[src/gts_pkg.sv]
// shared types and constants for the grid to triangle stream block
// no dependencies; imported by every module of the block
package gts_pkg;

  // fixed field widths
  localparam int COORD_W     = 32;
  localparam int CFG_COLS_W  = 11;
  localparam int CFG_ROWS_W  = 16;
  localparam int APB_ADDR_W  = 3;
  localparam int APB_DATA_W  = 32;

  // default line store depth
  localparam int MAX_COLS_DEF = 1024;

  // register reset values
  localparam logic [CFG_COLS_W-1:0] NUM_COLS_RST = 11'd1024;
  localparam logic [CFG_ROWS_W-1:0] NUM_ROWS_RST = 16'd2;

  // register indexes, decoded from paddr[2]
  localparam logic REG_NUM_COLS = 1'b0;
  localparam logic REG_NUM_ROWS = 1'b1;

  // triangle kinds
  localparam logic TRI_UPPER = 1'b0;
  localparam logic TRI_LOWER = 1'b1;

  // one grid point
  typedef struct packed {
    logic signed [COORD_W-1:0] point_x;
    logic signed [COORD_W-1:0] point_y;
    logic signed [COORD_W-1:0] point_z;
    logic                      point_valid;
  } point_t;

  // one triangle
  typedef struct packed {
    logic signed [COORD_W-1:0] vertex_a_x;
    logic signed [COORD_W-1:0] vertex_a_y;
    logic signed [COORD_W-1:0] vertex_a_z;
    logic signed [COORD_W-1:0] vertex_b_x;
    logic signed [COORD_W-1:0] vertex_b_y;
    logic signed [COORD_W-1:0] vertex_b_z;
    logic signed [COORD_W-1:0] vertex_c_x;
    logic signed [COORD_W-1:0] vertex_c_y;
    logic signed [COORD_W-1:0] vertex_c_z;
    logic                      triangle_kind;
    logic                      last_of_run;
  } triangle_t;

  // configuration register contents
  typedef struct packed {
    logic [CFG_COLS_W-1:0] num_cols;
    logic [CFG_ROWS_W-1:0] num_rows;
  } cfg_t;

  // emitter status seen by the top level
  typedef struct packed {
    logic pending;
    logic upper_done;
  } emit_status_t;

endpackage

[src/gts_cfg_regs.sv]
// apb register file holding grid size (num_cols, num_rows)
// depends on gts_pkg
module gts_cfg_regs (
  input  logic                           clk_i,
  input  logic                           rst_ni,
  input  logic                           psel,
  input  logic                           penable,
  input  logic                           pwrite,
  input  logic [gts_pkg::APB_ADDR_W-1:0] paddr,
  input  logic [gts_pkg::APB_DATA_W-1:0] pwdata,
  output logic [gts_pkg::APB_DATA_W-1:0] prdata,
  output logic                           pready,
  output gts_pkg::cfg_t                  cfg_o
);
  import gts_pkg::*;

  cfg_t cfg_q;
  logic wr_en;
  logic reg_sel;

  assign pready  = 1'b1;
  assign reg_sel = paddr[2];
  assign wr_en   = psel & penable & pwrite;

  // register writes
  always_ff @(posedge clk_i or negedge rst_ni) begin
    if (!rst_ni) begin
      cfg_q.num_cols <= NUM_COLS_RST;
      cfg_q.num_rows <= NUM_ROWS_RST;
    end else if (wr_en) begin
      case (reg_sel)
        REG_NUM_COLS: cfg_q.num_cols <= pwdata[CFG_COLS_W-1:0];
        REG_NUM_ROWS: cfg_q.num_rows <= pwdata[CFG_ROWS_W-1:0];
        default: ;
      endcase
    end
  end

  // register reads
  always_comb begin
    case (reg_sel)
      REG_NUM_COLS: prdata = APB_DATA_W'(cfg_q.num_cols);
      REG_NUM_ROWS: prdata = APB_DATA_W'(cfg_q.num_rows);
      default:      prdata = '0;
    endcase
  end

  assign cfg_o = cfg_q;

endmodule

[config.mk]
export PLATFORM = sky130hd
export DESIGN_NAME = gts_cfg_regs
export DESIGN_NICKNAME = d
export VERILOG_FILES = /design/src/gts_pkg.sv /design/src/gts_cfg_regs.sv
export SDC_FILE = /design/constraint.sdc
export NUM_CORES = 1
export LEC_CHECK = 0
export BUFFER_PORTS_ARGS = -buffer_cell sky130_fd_sc_hd__buf_2
export CORE_MARGIN = 2
export CORE_UTILIZATION = 42
export CTS_BUF_LIST = sky130_fd_sc_hd__clkbuf_8
export CTS_CLUSTER_SIZE = 24
export DETAILED_ROUTE_END_ITERATION = 10
export GPL_ROUTABILITY_DRIVEN = 0
export PLACE_DENSITY_LB_ADDON = 0.05
export REMOVE_ABC_BUFFERS = 1
export SKIP_LAST_GASP = 1
export SLEW_MARGIN = 5
export SYNTH_ARGS = -nofsm -noshare
export SYNTH_HDL_FRONTEND = slang
export SYNTH_SLANG_ARGS = --single-unit
[constraint.sdc]
create_clock -name clk_i -period 1.38 [get_ports clk_i]
set_input_delay 0.276 -clock clk_i [delete_from_list [all_inputs] [get_ports clk_i]]
set_output_delay 0.276 -clock clk_i [all_outputs]
set_load 0.05 [all_outputs]
==> flow_summary.yaml <==
status:
  status: "finished with violations"
  violations: "negative setup slack"
routing:
  drtIter0Drc: 20
  dr.pass1.iters: 3
  vias: 957
  drcViolationCount: 0
  routedWlPerCell_um: 13.8
  vias_per_cell: 4.49
  antenna_left: 0
  routed_wl_um: 2940
setup_path:
  worstPathArrival_ps: 1110
  worstSetupEndpointType: "output port"
  cp-start-kind: "flop"
  crit_required_ps: 1100
  crit_fanout: 3
  crit_type: "flop to output port"
synthesis:
  synthArstFlopShare_pct: 100
  ys_types: 11
  ys_ff_latch: 27
  synth_common_cells: "27 x mux2_2, 25 x dfrtp_1, 17 x buf_4"
  synth_edf_count: 0
  synthTopCellsByArea: "dfrtp_1 45%, mux2_2 22%, mux2_4 12%"
  syn_inst: 95
  synth_top_cell_area_share_pct: 44.8
  synth-main-ff-cell: "dfrtp_1"
  synth-seq-area-share_pct: 48.5
  netlist_area_um2: 1400
  synthMostInstantiatedCell: "mux2_2"
  yosys.area.top_type: "dfrtp_1"
  synth_area_per_cell_um2: 14.7
  yosys_warnings: 0
pwr:
  ir_drop_mv: 0.980
  p_leak_nw: 1.06
  total_power_mw: 3.66
  power_density_nw_per_um2: 1860
job:
  maxCapViolCount: 0
clock_network:
  cts_buffer_depth: 2
  cts_sinks: 27
  h-tree-depth: 1
  cts-root-buf: "clkbuf_8"
  cts_tree: "built"
  cts_hold_buf: 0
  clk_pin_slew_worst_paths_ps: 90
  cts_buffers: 3
  clock_latency_ps: 260
timing:
  setup_tns_ps: -14.3
  finalWorstSetupSlack_ps: -8.12
  slew_headroom_pct: 61.1
  timing.hold.ws_ps: 0.791
  setup_viol: 2
  timing.fmax_ghz: 0.720
  worst_pin_slew_ps: 584
  slew_violations: 0
  fin_crit_sh_pct: 101
  rsz0062_at_grt: "true"
  hold_viol_final: 0
  layout_min_cycle_time_ps: 1390
  skew_ps: 0
final_layout:
  syn2layout_area_growth_pct: 40.6
  final_cells: 213
  largest_reg_flops: 27
  layout.nets: 210
  fin_area_um2: 1970
  drive_above_1_share_pct: 72.2
  n_antenna_cell: 0
  final_util_pct: 63.3
  num-fill-cells: 266
die:
  die_w_um: 61.7
  dieArea_um2: 3810
  die_h_um: 61.7
  start_util_pct: 45.0
  core-area_um2: 3100
  fp-row-count: 20
  ios: 100
place:
  port_buffers: 64
  pre_cts_ws_ps: -72.6
  dpl.cell_count: 198
  dp_hpwl_um: 1860
  place_area_um2: 1680
grt:
  grt_pass1_vias: 922
  grt_pass1_wl_um: 4120
  grt_max_degree: 28
  track_usage_pct: 14.9
  grt-ovfl-total: 0
  antenna_found_initial: 0
worst_hold_path:
  hold_path.class: "primary input to async pin"
[layout by cell type, fill, tap and decap left out]
cell,Yosys,final
and2_1,5,5
buf_12,0,1
buf_2,1,52
buf_4,17,11
buf_8,0,11
clkbuf_4,0,1
clkbuf_8,0,3
clkinv_2,0,1
conb_1,2,17
dfrtp_1,25,25
dfstp_2,2,2
mux2_2,27,16
mux2_4,11,22
nand4_4,1,1
nand4b_4,1,1
[report_power, final]
part	internal (mW)	switching, mW	total, mW	leakage [nW]
Clock	0.202	0.225	0.426	0.0255
Sequential	0.975	0.114	1.09	0.321
Combinational	0.750	1.39	2.14	0.718
Total	1.93	1.73	3.66	1.06
[layer usage]
layer	global-route usage [%]	routed length, um
met4	5.47	9
met1	17.4	1120
met3	3.15	246
met2	26.9	1560
met5	0	0
[cells by family (layout without fill, tap and decap cells)]
family | count (synthesis) | in the layout | share of synthesized area, %
multiplexers | 38 | 38 | 33.6
buffers and inverters | 21 | 80 | 11.9
other | 2 | 17 | 0.537
AND/OR/NAND/NOR | 7 | 7 | 5.46
flip-flops | 27 | 27 | 48.5
[timing repair]
| action | 4_1_cts | 5_1_grt |
|---|---|---|
| setup endpoints to repair | 11 | 12 |
| buffers inserted | 9 | 2 |
| pin swaps | 0 | 0 |
| resized for setup | 26 | 19 |
[worst max-delay path, cell delays in order, from the launching register on]
cell	delay, ps
dfstp_2	550
mux2_4	160
buf_8	140
[path summary, 6_finish.rpt]
kind / start / to / slack (ps) / cells past startpoint
hold / removal: rst_ni / cfg_o[11]$_DFFE_PN0P_ / 0.8 / 1
max in group asynchronous: rst_ni / cfg_o[23]$_DFFE_PN0P_ / 1000 / 1
setup reg to reg: cfg_o[6]$_DFFE_PN0P_ / cfg_o[6]$_DFFE_PN0P_ / 480 / 2
min in group clk_i: pwdata[11] / cfg_o[11]$_DFFE_PN0P_ / 240 / 2
hold reg to reg: cfg_o[15]$_DFFE_PN0P_ / cfg_o[15]$_DFFE_PN0P_ / 530 / 1
setup / recovery: cfg_o[1]$_DFFE_PN1P_ / prdata[1] / -8 / 2
[layout make-up]
type                       count  area (um^2)  share of cell area (%)
timing repair buffer          76          536                    27.2
multi-input combinational     62          651                    33.1
clock inverter                 1         5.00                   0.255
clock buffer                   3         41.3                    2.10
sequential                    27          678                    34.5
tap                           44         55.1                    2.80
(Power assumes the default switching activity.)
