--- src/gts_pkg.sv ---
// shared types and constants for the grid to triangle stream block
// no dependencies; imported by every module of the block
package gts_pkg;

  // fixed field widths
  localparam int COORD_W     = 32;
  localparam int CFG_COLS_W  = 11;
  localparam int CFG_ROWS_W  = 16;
  localparam int APB_ADDR_W  = 3;
  localparam int APB_DATA_W  = 32;

  // default line store depth
  localparam int MAX_COLS_DEF = 1024;

  // register reset values
  localparam logic [CFG_COLS_W-1:0] NUM_COLS_RST = 11'd1024;
  localparam logic [CFG_ROWS_W-1:0] NUM_ROWS_RST = 16'd2;

  // register indexes, decoded from paddr[2]
  localparam logic REG_NUM_COLS = 1'b0;
  localparam logic REG_NUM_ROWS = 1'b1;

  // triangle kinds
  localparam logic TRI_UPPER = 1'b0;
  localparam logic TRI_LOWER = 1'b1;

  // one grid point
  typedef struct packed {
    logic signed [COORD_W-1:0] point_x;
    logic signed [COORD_W-1:0] point_y;
    logic signed [COORD_W-1:0] point_z;
    logic                      point_valid;
  } point_t;

  // one triangle
  typedef struct packed {
    logic signed [COORD_W-1:0] vertex_a_x;
    logic signed [COORD_W-1:0] vertex_a_y;
    logic signed [COORD_W-1:0] vertex_a_z;
    logic signed [COORD_W-1:0] vertex_b_x;
    logic signed [COORD_W-1:0] vertex_b_y;
    logic signed [COORD_W-1:0] vertex_b_z;
    logic signed [COORD_W-1:0] vertex_c_x;
    logic signed [COORD_W-1:0] vertex_c_y;
    logic signed [COORD_W-1:0] vertex_c_z;
    logic                      triangle_kind;
    logic                      last_of_run;
  } triangle_t;

  // configuration register contents
  typedef struct packed {
    logic [CFG_COLS_W-1:0] num_cols;
    logic [CFG_ROWS_W-1:0] num_rows;
  } cfg_t;

  // emitter status seen by the top level
  typedef struct packed {
    logic pending;
    logic upper_done;
  } emit_status_t;

endpackage

--- src/gts_tri_emit.sv ---
// holds one point with its neighbors and sends out its upper and lower triangles
// depends on gts_pkg
module gts_tri_emit (
  input  logic                   clk_i,
  input  logic                   rst_ni,
  input  logic                   accept_i,
  input  gts_pkg::point_t        cur_i,
  input  logic                   cell_i,
  input  gts_pkg::point_t        up_i,
  output logic                   busy_o,
  output gts_pkg::emit_status_t  status_o,
  output logic                   out_valid_o,
  input  logic                   out_stall_i,
  output gts_pkg::triangle_t     out_word_o
);
  import gts_pkg::*;

  logic      pend_q;
  logic      upper_done_q;
  logic      cell_q;
  point_t    cur_q;
  point_t    left_q;
  point_t    upleft_q;
  logic      out_valid_q;
  triangle_t out_q;

  logic      upper_ok;
  logic      lower_ok;
  logic      rem_upper;
  logic      out_free;
  logic      move;
  logic      done_now;
  triangle_t tri_d;

  // which triangles of the cell have all vertices valid
  assign upper_ok  = cell_q & upleft_q.point_valid & up_i.point_valid & left_q.point_valid;
  assign lower_ok  = cell_q & cur_q.point_valid & up_i.point_valid & left_q.point_valid;
  assign rem_upper = upper_ok & ~upper_done_q;
  assign out_free  = ~out_valid_q | ~out_stall_i;
  assign move      = pend_q & out_free & (rem_upper | lower_ok);

  // item finishes when its last triangle moves out, or at once if it has none
  always_comb begin
    done_now = 1'b0;
    if (pend_q) begin
      if (rem_upper) begin
        done_now = out_free & ~lower_ok;
      end else if (lower_ok) begin
        done_now = out_free;
      end else begin
        done_now = 1'b1;
      end
    end
  end

  assign busy_o = pend_q & ~done_now;

  // triangle selection
  always_comb begin
    if (rem_upper) begin
      tri_d.vertex_a_x    = upleft_q.point_x;
      tri_d.vertex_a_y    = upleft_q.point_y;
      tri_d.vertex_a_z    = upleft_q.point_z;
      tri_d.vertex_b_x    = up_i.point_x;
      tri_d.vertex_b_y    = up_i.point_y;
      tri_d.vertex_b_z    = up_i.point_z;
      tri_d.vertex_c_x    = left_q.point_x;
      tri_d.vertex_c_y    = left_q.point_y;
      tri_d.vertex_c_z    = left_q.point_z;
      tri_d.triangle_kind = TRI_UPPER;
      tri_d.last_of_run   = ~lower_ok;
    end else begin
      tri_d.vertex_a_x    = left_q.point_x;
      tri_d.vertex_a_y    = left_q.point_y;
      tri_d.vertex_a_z    = left_q.point_z;
      tri_d.vertex_b_x    = up_i.point_x;
      tri_d.vertex_b_y    = up_i.point_y;
      tri_d.vertex_b_z    = up_i.point_z;
      tri_d.vertex_c_x    = cur_q.point_x;
      tri_d.vertex_c_y    = cur_q.point_y;
      tri_d.vertex_c_z    = cur_q.point_z;
      tri_d.triangle_kind = TRI_LOWER;
      tri_d.last_of_run   = 1'b1;
    end
  end

  // control state
  always_ff @(posedge clk_i or negedge rst_ni) begin
    if (!rst_ni) begin
      pend_q       <= 1'b0;
      upper_done_q <= 1'b0;
      out_valid_q  <= 1'b0;
    end else begin
      if (accept_i) begin
        pend_q       <= 1'b1;
        upper_done_q <= 1'b0;
      end else begin
        if (done_now) begin
          pend_q <= 1'b0;
        end
        if (move & rem_upper) begin
          upper_done_q <= 1'b1;
        end
      end
      if (move) begin
        out_valid_q <= 1'b1;
      end else if (~out_stall_i) begin
        out_valid_q <= 1'b0;
      end
    end
  end

  // point and neighbor registers, shifted on each accepted word
  always_ff @(posedge clk_i) begin
    if (accept_i) begin
      cur_q    <= cur_i;
      left_q   <= cur_q;
      upleft_q <= up_i;
      cell_q   <= cell_i;
    end
    if (move) begin
      out_q <= tri_d;
    end
  end

  assign status_o.pending    = pend_q;
  assign status_o.upper_done = upper_done_q;
  assign out_valid_o         = out_valid_q;
  assign out_word_o          = out_q;

endmodule

--- config.mk ---
export PLATFORM = sky130hd
export DESIGN_NAME = gts_tri_emit
export DESIGN_NICKNAME = d
export VERILOG_FILES = /design/src/gts_pkg.sv /design/src/gts_tri_emit.sv
export SDC_FILE = /design/constraint.sdc
export NUM_CORES = 1
export LEC_CHECK = 0
export BUFFER_PORTS_ARGS = -buffer_cell sky130_fd_sc_hd__buf_2
export CORE_ASPECT_RATIO = 1.1
export CORE_MARGIN = 2
export CORE_UTILIZATION = 55
export DETAILED_ROUTE_END_ITERATION = 10
export GPL_ROUTABILITY_DRIVEN = 0
export MAX_ROUTING_LAYER = met4
export PLACE_DENSITY = 0.82
export SLEW_MARGIN = 20
export SYNTH_ARGS = -nofsm -noshare
export SYNTH_HDL_FRONTEND = slang
export SYNTH_SLANG_ARGS = --single-unit
--- constraint.sdc ---
create_clock -name clk_i -period 31.9 [get_ports clk_i]
set_clock_uncertainty 0.2 [all_clocks]
set_input_delay 1.595 -clock clk_i [delete_from_list [all_inputs] [get_ports clk_i]]
set_output_delay 1.595 -clock clk_i [all_outputs]
set_load 0.01 [all_outputs]
==> results of run 1 <==
cell usage in the layout (no fill, tap or decap), types with 2 or more instances in the layout:
cell type and count:
clkinv_4 4, diode_2 8, clkinv_1 11, clkbuf_16 53, dfrtp_1 3, clkbuf_1 8
buf_2 491, mux2_4 109, bufinv_16 4, nand2_1 3, buf_4 7, and4_1 2
clkinv_2 12, edfxtp_1 582, mux2_2 83, and2_1 2
state kept, by name, indices dropped and copies added (netlist names):
register,cells
out_word_o,290
cur_q,97
left_q,97
upleft_q,97
cell_q,1
out_valid_o,1
pend_q,1
upper_done_q,1
power by group through the flow:
stage               clock network [W]  registers [W]  logic [W]
floorplan                           0       0.000925  0.0000354
global placement                    0       0.000920  0.0000717
detailed placement                  0       0.000923  0.0000744
global route                 0.000633       0.000911  0.0000797
CTS                          0.000607       0.000908  0.0000752
finish                       0.000594       0.000907  0.0000745
path summary, 6_finish.rpt:
check                                     from                        to  slack (ns)  cells past startpoint
min in group asynchronous               rst_ni   out_valid_o$_DFFE_PN0P_        0.62                      1
setup / recovery                       up_i[0]  out_word_o[36]$_DFFE_PP_       27.06                      7
hold / removal             cur_q[23]$_DFFE_PP_      left_q[23]$_DFFE_PP_        0.24                      0
setup reg to reg            pend_q$_DFFE_PN0P_  out_word_o[36]$_DFFE_PP_       27.84                      6
max in group asynchronous               rst_ni        pend_q$_DFFE_PN0P_       30.78                      1
hold reg to reg            cur_q[23]$_DFFE_PP_      left_q[23]$_DFFE_PP_        0.24                      0
through the flow:
stage                     hold slack (ns)  instances  setup slack, ns  total power, W  cell area (sq um)
after detailed placement           0.2296       1786            26.54       0.0009975              23380
after global placement             0.2226       1786            26.69       0.0009914              23380
final                              0.2411       1887            27.06        0.001575              25020
after global routing               0.2553       1887            26.85        0.001624              25020
after floorplan                    0.2204        815            16.80       0.0009604              20420
after CTS                          0.2411       1879            27.13        0.001589              25000
kinds of logic after synthesis:
family                   synth area share (%)
adder cells (fa/ha/maj)               0.04902
multiplexers                            12.59
AO/OA/AOI/OAI                         0.09192
AND/OR/NAND/NOR                        0.2819
buffers and inverters                   1.029
flip-flops                              85.96
per-layer routing:
metal  global-route usage (%)  vias up  share of wire, %
li1                         -     4358                 -
met5                        -        -                 0
met2                    35.29      402                53
met4                    8.408        0               3.7
met3                    5.094       90               6.7
met1                    23.45     4808                37
area by class of cell:
cell class              count  area [sq um]
flip-flops and latches    585         17550
fillers                  2350         11830
multi-input cells         206          2665
repair buffers            500          2536
clock buffers              61          1356
well taps                 494         618.1
clock inverters            32         264.0
diodes                      8         20.02
inverters                   1         11.26
critical path: stages:
cell and delay (ns):
buf_2 0.10, and4_1 0.26, o21ai_0 0.20, nor2_4 0.12, buf_4 0.61, buf_4 0.83, buf_4 0.93
==> reports/qor.yml, run 1 <==
cells_and_area:
  drive_above_1_share_pct: 55.52
  synthToLayoutAreaGrowth_pct: 22.54
  nNetsFinal: 1546
  final_util_pct: 67.90
power_and_ir_drop:
  power.internal_w: 0.001266
  seqPwrFrac_pct: 57.6
  switching_power_w: 0.0003089
  pwr-share-comb_pct: 4.7
  clockPowerShare_pct: 37.7
  leakage_nw: 9.743
  swShare_pct: 19.61
  powerDensity_nw_per_um2: 62.96
  ir_worst_vdd_mv: 0.04960
yosys:
  yosysWarnings: 0
  synth_cells: 815
  syn-cell-area_sq_um: 20420
  synth-seq-area-share_pct: 85.96
  synth.area.top_cells: "edfxtp_1 (86%), mux2_4 (8.0%), mux2_2 (4.6%)"
  yosysMostFrequentCell: "edfxtp_1"
  synth_ff_type: "edfxtp_1"
  synth_nets: 1014
  async_flop_share_pct: 0.5128
  synth_top_area_share_pct: 85.59
  ys_ff_latch: 585
  yosys.area.top_type: "edfxtp_1"
  synth_edf_count: 582
  avgSynthCellArea_sq_um: 25.05
  synth_cell_type_count: 17
  synthTopCellsByCount: "edfxtp_1 (582), mux2_4 (109), mux2_2 (83)"
clock_network:
  numCtsBuffers: 53
  cts_setup_buffers: 0
  hold_buffers: 0
  cts.clk_slew.worst_paths_ns: 0.06
  tritoncts: "done"
  insertion_delay_ns: 0.57
  cts.sinks: 585
  cts_max_level: 2
  cts_resized: 0
  root_buffer: "clkbuf_16"
  cts_max_path_buffers: 3
flow_run:
  maxCapViolCount: 0
placed_design:
  hpwl_um: 26600
  io_buffers: 492
global_routing:
  grt_pass1_vias: 9919
  grt_pass1_wl_um: 57370
  grt_max_degree: 135
  antenna_found_initial: 8
  grt_use_total_pct: 20.60
  overflow: 0
sta:
  rsz0062_at_grt: "false"
  slew_violations: 0
  min_period_over_period_pct: 15.18
  finalCriticalPeriod_ns: 4.842
  tightest_slew_ns: 1.095
  relSlewSlack_pct: 26.97
  clock.fmax_mhz: 206.5
  setup_viol: 0
  tns_ns: 0
  hold_viol_final: 0
detailed_routing:
  wl_per_cell_um: 21.33
  first_pass_iters: 5
  drc_errors: 0
  vias: 9658
  vias_per_cell: 5.118
  drt_iter0_drc: 736
  drt.antenna.violating_nets: 0
  wirelength_um: 40260
critical_path:
  cp.arrival_ns: 4.81
  cp.required_ns: 31.87
  critPathKind: "input port to flop"
  path_max_fanout: 82
  startpoint_type: "input port"
  endpoint_kind: "flop"
die:
  die_w_um: 187.7
  core_sq_um: 36850
  die_h_um: 206.1
  io_pins: 493
  initial_core_util_pct: 55.41
  row_count: 74
  dieArea_sq_um: 38690
min_path:
  hold_class: "flop to flop"
run_status:
  outcome: "finished, final reports clean"
Note: power is estimated with default switching activity, not from simulation.
==> inputs of run 2 (changes only) <==
--- a/config.mk
+++ b/config.mk
@@ -5,14 +5,15 @@
 export SDC_FILE = /design/constraint.sdc
 export NUM_CORES = 1
 export LEC_CHECK = 0
+export ABC_AREA = 1
 export BUFFER_PORTS_ARGS = -buffer_cell sky130_fd_sc_hd__buf_2
 export CORE_ASPECT_RATIO = 1.1
 export CORE_MARGIN = 2
-export CORE_UTILIZATION = 55
+export CORE_UTILIZATION = 48
 export DETAILED_ROUTE_END_ITERATION = 10
 export GPL_ROUTABILITY_DRIVEN = 0
 export MAX_ROUTING_LAYER = met4
-export PLACE_DENSITY = 0.82
+export PLACE_DENSITY = 0.76
 export SLEW_MARGIN = 20
 export SYNTH_ARGS = -nofsm -noshare
 export SYNTH_HDL_FRONTEND = slang
==> constraint.sdc (replaced) <==
create_clock -name clk_i -period 4.05 [get_ports clk_i]
set_clock_uncertainty 0.2 [all_clocks]
set_input_delay 0.2025 -clock clk_i [delete_from_list [all_inputs] [get_ports clk_i]]
set_output_delay 0.2025 -clock clk_i [all_outputs]
set_load 0.01 [all_outputs]
==> reports/qor.yml, run 2 <==
run_status:
  outcome: "finished, final reports clean"  # unchanged
global_routing:
  grt_pass1_wl_um: 69460  # was 57370 um
  overflow: 0  # unchanged
  grt_busiest_layer: "met2"  # unchanged
  grt.met3_usage_pct: 6.698  # was 5.094%
  grt_use_total_pct: 21.96  # was 20.60%
  grt_pass1_vias: 12750  # was 9919
  use_met2_pct: 37.49  # was 35.29%
  grt_max_degree: 122  # was 135
  gr-usage-met1_pct: 23.99  # was 23.45%
  antenna_found_initial: 6  # was 8
power_and_ir_drop:
  powerDensity_nw_per_um2: 476.8  # was 62.96 nW/um^2
  swShare_pct: 20.82  # was 19.61%
  seqPwrFrac_pct: 55.7  # was 57.6%
  clockPowerShare_pct: 38.3  # was 37.7%
  leakage_nw: 10.61  # was 9.743 nW
  ir_worst_vdd_mv: 0.4165  # was 0.04960 mV
  switching_power_w: 0.002674  # was 0.0003089 W
  pwr-share-comb_pct: 5.9  # was 4.7%
  power.internal_w: 0.01017  # was 0.001266 W
yosys:
  synth_nets: 1340  # was 1014
  synthTopCellsByCount: "edfxtp_1 (582), nand2_1 (221), inv_1 (99)"  # was edfxtp_1 (582), mux2_4 (109), mux2_2 (83)
  synth_cells: 1141  # was 815
  yosysWarnings: 0  # unchanged
  synth_top_area_share_pct: 87.28  # was 85.59%
  syn-cell-area_sq_um: 20020  # was 20420 sq um
  synth-seq-area-share_pct: 87.65  # was 85.96%
  synth_ff_type: "edfxtp_1"  # unchanged
  yosysMostFrequentCell: "edfxtp_1"  # unchanged
  ys_ff_latch: 585  # unchanged
  avgSynthCellArea_sq_um: 17.55  # was 25.05 sq um
  async_flop_share_pct: 0.5128  # unchanged
  synth_cell_type_count: 15  # was 17
  yosys.area.top_type: "edfxtp_1"  # unchanged
  synth.area.top_cells: "edfxtp_1 (87%), nand2_1 (4.1%), o21ai_1 (2.4%)"  # was edfxtp_1 (86%), mux2_4 (8.0%), mux2_2 (4.6%)
  synth_edf_count: 582  # unchanged
sta:
  relSlewSlack_pct: 34.42  # was 26.97%
  min_period_over_period_pct: 60.71
  hold_viol_final: 0  # unchanged
  setup_viol: 0  # unchanged
  tightest_slew_ns: 0.9837  # was 1.095 ns
  slew_violations: 0  # unchanged
  rsz0062_at_grt: "false"  # unchanged
  setup_ws_ns: 1.591  # was 27.06 ns
  clock.fmax_mhz: 406.7
  holdWs_ns: 0.02552  # was 0.2411 ns
  finalCriticalPeriod_ns: 2.459
critical_path:
  cp_slowest_cell: "buf_12"  # was buf_4
  endpoint_kind: "flop"  # unchanged
  cp.required_ns: 4.07  # was 31.87 ns
  path_max_fanout: 94  # was 82
  crit_top_cell: "nand2_2"  # was buf_4
  cp.arrival_ns: 2.48  # was 4.81 ns
  reg2reg_depth: 7  # was 6
  startpoint_type: "flop"  # was input port
  slowest_delay_ns: 0.41  # was 0.93 ns
  crit_path_cell_trace: "nand2_1 -> nor2_2 -> nand2_8 -> nand2_2 -> nand2_2 -> clkinvlp_4 -> buf_12"  # was buf_2 -> and4_1 -> o21ai_0 -> nor2_4 -> buf_4 -> buf_4 -> buf_4
  critPathKind: "flop to flop"  # was input port to flop
die:
  initial_core_util_pct: 48.62  # was 55.41%
  row_count: 78  # was 74
  io_pins: 493  # unchanged
  dieArea_sq_um: 43370  # was 38690 sq um
  die_h_um: 218.2  # was 206.1 um
  core_sq_um: 41180  # was 36850 sq um
  die_w_um: 198.7  # was 187.7 um
cells_and_area:
  largest_reg_flops: 290  # unchanged
  final_common_cell: "edfxtp_1"  # unchanged
  nNetsFinal: 2067  # was 1546
  synthToLayoutAreaGrowth_pct: 34.52  # was 22.54%
  most-common-layout-cells: "edfxtp_1 (582), buf_2 (491), nand2_1 (219), dlygate4sd3_1 (198), inv_1 (98)"  # was edfxtp_1 (582), buf_2 (491), mux2_4 (109), mux2_2 (83), clkbuf_16 (53)
  drive_above_1_share_pct: 31.66  # was 55.52%
clock_network:
  tritoncts: "done"  # unchanged
  cts_max_level: 2  # unchanged
  numCtsBuffers: 54  # was 53
  cts.clk_slew.worst_paths_ns: 0.07  # was 0.06 ns
  cts_setup_buffers: 0  # unchanged
  cts_max_path_buffers: 3  # unchanged
  cts.sinks: 585  # unchanged
  insertion_delay_ns: 0.58  # was 0.57 ns
  root_buffer: "clkbuf_16"  # unchanged
detailed_routing:
  wl_per_cell_um: 19.08  # was 21.33 um
  drc_errors: 0  # unchanged
  drt_iter0_drc: 835  # was 736
  vias: 12160  # was 9658
  drt.antenna.violating_nets: 0  # unchanged
  wirelength_um: 47250  # was 40260 um
  vias_per_cell: 4.907  # was 5.118
  first_pass_iters: 5  # unchanged
placed_design:
  post-place-ws_ns: 1.618  # was 26.54 ns
  io_buffers: 492  # unchanged
  hpwl_um: 27990  # was 26600 um
min_path:
  hold_class: "input port to flop"  # was flop to flop
  holdPathStages: 1  # was 0
flow_run:
  maxCapViolCount: 0  # unchanged
[run 2: cell count changes after synthesis, sizes merged, moves of 2 or more]
cell and change:
nand2 +219, mux2 -192, o21ai +183, inv +99
buf +17, clkbuf +4, nor2 +3, and2 -2
and4 -2
[run 2: critical path, delay by kind of cell (launching register included)]
family | cells | cell delay (ns)
buffers and inverters | 2 | 0.76
AND/OR/NAND/NOR | 5 | 0.62
flip-flops | 1 | 0.38
[run 2: final cells by class]
cell class                 instances  area (sq um)
antenna                            6         15.01
clock buffer                      71          1529
clock inverter                    28         198.9
fill                            2707         14250
inverter                         100         384.1
multi-input combinational        412          1802
sequential                       585         17550
tap                              560         700.7
timing repair buffer             715          4755
[run 2: final timing paths]
path	startpoint	slack, ns	endpoint
max	cell_q$_DFFE_PP_	1.59	out_word_o[61]$_DFFE_PP_
min	accept_i	0.03	cur_q[29]$_DFFE_PP_
max reg2reg	cell_q$_DFFE_PP_	1.59	out_word_o[61]$_DFFE_PP_
min reg2reg	cur_q[43]$_DFFE_PP_	0.24	left_q[43]$_DFFE_PP_
max in group asynchronous	rst_ni	3.19	upper_done_q$_DFFE_PN0P_
min in group asynchronous	rst_ni	0.30	out_valid_o$_DFFE_PN0P_
[run 2: per-stage QoR]
step                      cell area [sq um]  util, %  setup TNS [ns]  cells  total power, W
final                                 26940    65.40               0   2477         0.01284
after global routing                  26940    65.40               0   2477         0.01324
after CTS                             26920    65.37               0   2471         0.01286
after detailed placement              23210    56.36               0   2174        0.007864
after global placement                23210    56.36               0   2174        0.007826
after floorplan                       20040        -         -499.58   1141        0.007520
[run 2: layer usage]
layer / share of wire (%) / wire, um / up-vias
met5: 0 / 0 / -
met2: 51 / 24330 / 580
met3: 8.9 / 4218 / 106
met4: 3.5 / 1671 / 0
met1: 36 / 17030 / 5878
li1: - / - / 5591
[run 2: kinds of logic (layout without fill, tap and decap cells)]
kind of cell,count (synthesis),in the layout,synth area share (%)
buffers and inverters,144,914,3.443
flip-flops,585,585,87.65
other,0,6,0
AND/OR/NAND/NOR,227,227,4.280
AO/OA/AOI/OAI,185,185,4.624
[run 2: what timing repair did]
item,in CTS,in global routing
hold endpoints to repair,298,0
hold buffers,198,0
setup endpoints to repair,0,0
resized for setup,0,0
[run 2: power by group through the flow]
stage          logic, W  clock network (W)  registers, W
5_1_grt        0.000830            0.00522       0.00718
2_1_floorplan  0.000215                  0       0.00730
3_3_place_gp   0.000563                  0       0.00726
6_report       0.000763            0.00492       0.00716
4_1_cts        0.000744            0.00497       0.00715
3_5_place_dp   0.000586                  0       0.00728
==> inputs of run 3 (changes only) <==
--- a/config.mk
+++ b/config.mk
@@ -9,11 +9,11 @@
 export BUFFER_PORTS_ARGS = -buffer_cell sky130_fd_sc_hd__buf_2
 export CORE_ASPECT_RATIO = 1.1
 export CORE_MARGIN = 2
-export CORE_UTILIZATION = 48
+export CORE_UTILIZATION = 53
 export DETAILED_ROUTE_END_ITERATION = 10
 export GPL_ROUTABILITY_DRIVEN = 0
 export MAX_ROUTING_LAYER = met4
-export PLACE_DENSITY = 0.76
+export PLACE_DENSITY = 0.79
 export SLEW_MARGIN = 20
 export SYNTH_ARGS = -nofsm -noshare
 export SYNTH_HDL_FRONTEND = slang
==> constraint.sdc (replaced) <==
create_clock -name clk_i -period 2.3 [get_ports clk_i]
set_clock_uncertainty 0.2 [all_clocks]
set_input_delay 0.115 -clock clk_i [delete_from_list [all_inputs] [get_ports clk_i]]
set_output_delay 0.115 -clock clk_i [all_outputs]
set_load 0.01 [all_outputs]
==> reports/qor.yml, run 3 (synthesis gave the netlist of run 2 again) <==
cells_and_area:
  nNetsFinal: 2080  # was 2067
  final_common_cell: "edfxtp_1"  # unchanged
  most-common-layout-cells: "edfxtp_1 (582), buf_2 (491), nand2_1 (219), dlygate4sd3_1 (199), inv_1 (97)"  # was edfxtp_1 (582), buf_2 (491), nand2_1 (219), dlygate4sd3_1 (198), inv_1 (98)
  drive_above_1_share_pct: 31.37  # was 31.66%
  final_util_pct: 72.46  # was 65.40%
  largest_reg_flops: 290  # unchanged
  synthToLayoutAreaGrowth_pct: 34.69  # was 34.52%
  nFillCells: 2130  # was 2707
critical_path:
  startpoint_type: "flop"  # unchanged
  cp_slowest_cell: "edfxtp_1"  # was buf_12
  cp.arrival_ns: 1.81  # was 2.48 ns
  cp_num_cells: 8  # was 7
  cp.required_ns: 1.99  # was 4.07 ns
  reg2reg_from: "left_q[0]$_DFFE_PP_"  # was cell_q$_DFFE_PP_
  endpoint: "busy_o"  # was out_word_o[61]$_DFFE_PP_
  r2r-end: "out_word_o[235]$_DFFE_PP_"  # was out_word_o[61]$_DFFE_PP_
  startpoint: "cell_q$_DFFE_PP_"  # unchanged
  endpoint_kind: "output port"  # was flop
  r2r_setup_slack_ns: 0.22  # was 1.59 ns
  path_max_fanout: 7  # was 94
  crit_top_cell: "nand2_1"  # was nand2_2
  cpLargestDelayFamily: "simple AND/OR/NAND/NOR gates"  # was buffers and inverters
  reg2reg_depth: 8  # was 7
  cp_num_buf_inv: 3  # was 2
  crit_path_cell_trace: "nand2_1 -> nor2_4 -> nand2_8 -> buf_16 -> nand2_1 -> nand2_1 -> inv_2 -> buf_2"  # was nand2_1 -> nor2_2 -> nand2_8 -> nand2_2 -> nand2_2 -> clkinvlp_4 -> buf_12
  critPathKind: "flop to output port"  # was flop to flop
  slowest_delay_ns: 0.35  # was 0.41 ns
global_routing:
  grt_use_total_pct: 26.52  # was 21.96%
  antenna_found_initial: 4  # was 6
  grt_busiest_layer: "met2"  # unchanged
  use_met2_pct: 45.81  # was 37.49%
  overflow: 0  # unchanged
  grt.met3_usage_pct: 6.052  # was 6.698%
  grt_max_degree: 85  # was 122
  gr-usage-met1_pct: 29.70  # was 23.99%
  grt_pass1_wl_um: 75690  # was 69460 um
  grt_pass1_vias: 13180  # was 12750
sta:
  hold_viol_final: 0  # unchanged
  setup_ws_ns: 0.1791  # was 1.591 ns
  tns_ns: 0  # unchanged
  min_period_over_period_pct: 92.21
  relSlewSlack_pct: 73.53  # was 34.42%
  slew_violations: 0  # unchanged
  rsz0062_at_grt: "false"  # unchanged
  tightest_slew_ns: 0.3970  # was 0.9837 ns
  setup_viol: 0  # unchanged
  finalCriticalPeriod_ns: 2.121
  clock.fmax_mhz: 471.5
die:
  die_h_um: 207.9  # was 218.2 um
  core_sq_um: 37220  # was 41180 sq um
  io_pins: 493  # unchanged
  die_w_um: 189.3  # was 198.7 um
  dieArea_sq_um: 39350  # was 43370 sq um
  row_count: 74  # was 78
  initial_core_util_pct: 53.80  # was 48.62%
detailed_routing:
  wl_per_cell_um: 21.22  # was 19.08 um
  vias: 12490  # was 12160
  drt.antenna.violating_nets: 0  # unchanged
  drc_errors: 0  # unchanged
  wirelength_um: 51370  # was 47250 um
  vias_per_cell: 5.159  # was 4.907
  first_pass_iters: 5  # unchanged
  drt_iter0_drc: 1081  # was 835
placed_design:
  hpwl_um: 29930  # was 27990 um
  io_buffers: 492  # unchanged
  post-place-ws_ns: 0.2484  # was 1.618 ns
clock_network:
  insertion_delay_ns: 0.57  # was 0.58 ns
  numCtsBuffers: 53  # was 54
  root_buffer: "clkbuf_16"  # unchanged
  tritoncts: "done"  # unchanged
  cts.sinks: 585  # unchanged
  cts.clk_slew.worst_paths_ns: 0.07  # about the same
  cts_max_path_buffers: 3  # unchanged
  cts_max_level: 2  # unchanged
power_and_ir_drop:
  leakage_nw: 10.66  # was 10.61 nW
  powerDensity_nw_per_um2: 823.2  # was 476.8 nW/um^2
  ir_worst_vdd_mv: 0.7289  # was 0.4165 mV
flow_run:
  maxCapViolCount: 0  # unchanged
min_path:
  hold_class: "input port to flop"  # unchanged
  worstHoldStart: "cur_i[33]"  # was accept_i
run_status:
  outcome: "finished, final reports clean"  # unchanged
[run 3: cell types whose count changed in the layout (fill, tap and decap cells not counted), moves of 2 or more]
cell	change
clkinv_1	+8
clkinv_2	-8
buf_12	+5
clkbuf_1	+5
clkbuf_8	-5
buf_4	+4
bufbuf_16	+2
[run 3: how the worst min path moves through the flow]
stage	endpoint	slack, ns	cells past startpoint
floorplan	out_valid_o$_DFFE_PN0P_	-0.38	0
global placement	upper_done_q$_DFFE_PN0P_	-0.29	1
detailed placement	upper_done_q$_DFFE_PN0P_	-0.28	1
CTS	cur_q[19]$_DFFE_PP_	0.02	2
global route	cur_q[33]$_DFFE_PP_	0.04	2
finish	cur_q[33]$_DFFE_PP_	0.06	2
[run 3: layer usage]
layer	wire length, um	up-vias
met5	0	-
met4	1837	0
met3	4810	108
met2	27080	749
met1	17640	6014
li1	-	5619
[run 3: stage by stage]
step	std cells	instance area, sq um	total power (W)	hold WS [ns]
floorplan	1141	20040	0.01324	-0.3806
global placement	2116	23260	0.01381	-0.2865
detailed placement	2116	23260	0.01389	-0.2762
CTS	2413	26920	0.02217	0.02440
global route	2420	26970	0.02287	0.04115
finish	2421	26970	0.02220	0.05860
[run 3: layout make-up]
type / count / area (sq um) / share of cell area [%]
antenna: 5 / 12.51 / 0.04639
clock buffer: 69 / 1429 / 5.298
clock inverter: 27 / 156.4 / 0.5799
inverter: 100 / 384.1 / 1.424
multi-input combinational: 412 / 1807 / 6.699
sequential: 585 / 17550 / 65.08
tap: 494 / 618.1 / 2.292
timing repair buffer: 729 / 5012 / 18.58
[run 3: worst register-to-register path: stages (launching register included)]
cell and delay [ns]:
edfxtp_1 0.34, nand2_1 0.10, nor2_1 0.24, inv_1 0.09
nand2_2 0.07, nand2_2 0.06, clkinvlp_4 0.11, buf_12 0.25
buf_12 0.28
[run 3: what timing repair did]
item / in CTS / in global routing
pin swaps: 0 / 1
endpoints found under the hold margin: 367 / 0
gates resized for setup: 2 / 1
setup buffers: 0 / 2
endpoints found under the setup margin: 1 / 1
hold buffers: 199 / 0
gates cloned: 2 / 1
[run 3: power by group]
group	total [W]	internal, W	switching, W
Clock	0.00817	0.00448	0.00369
Combinational	0.00141	0.000628	0.000786
Sequential	0.0126	0.0124	0.000206
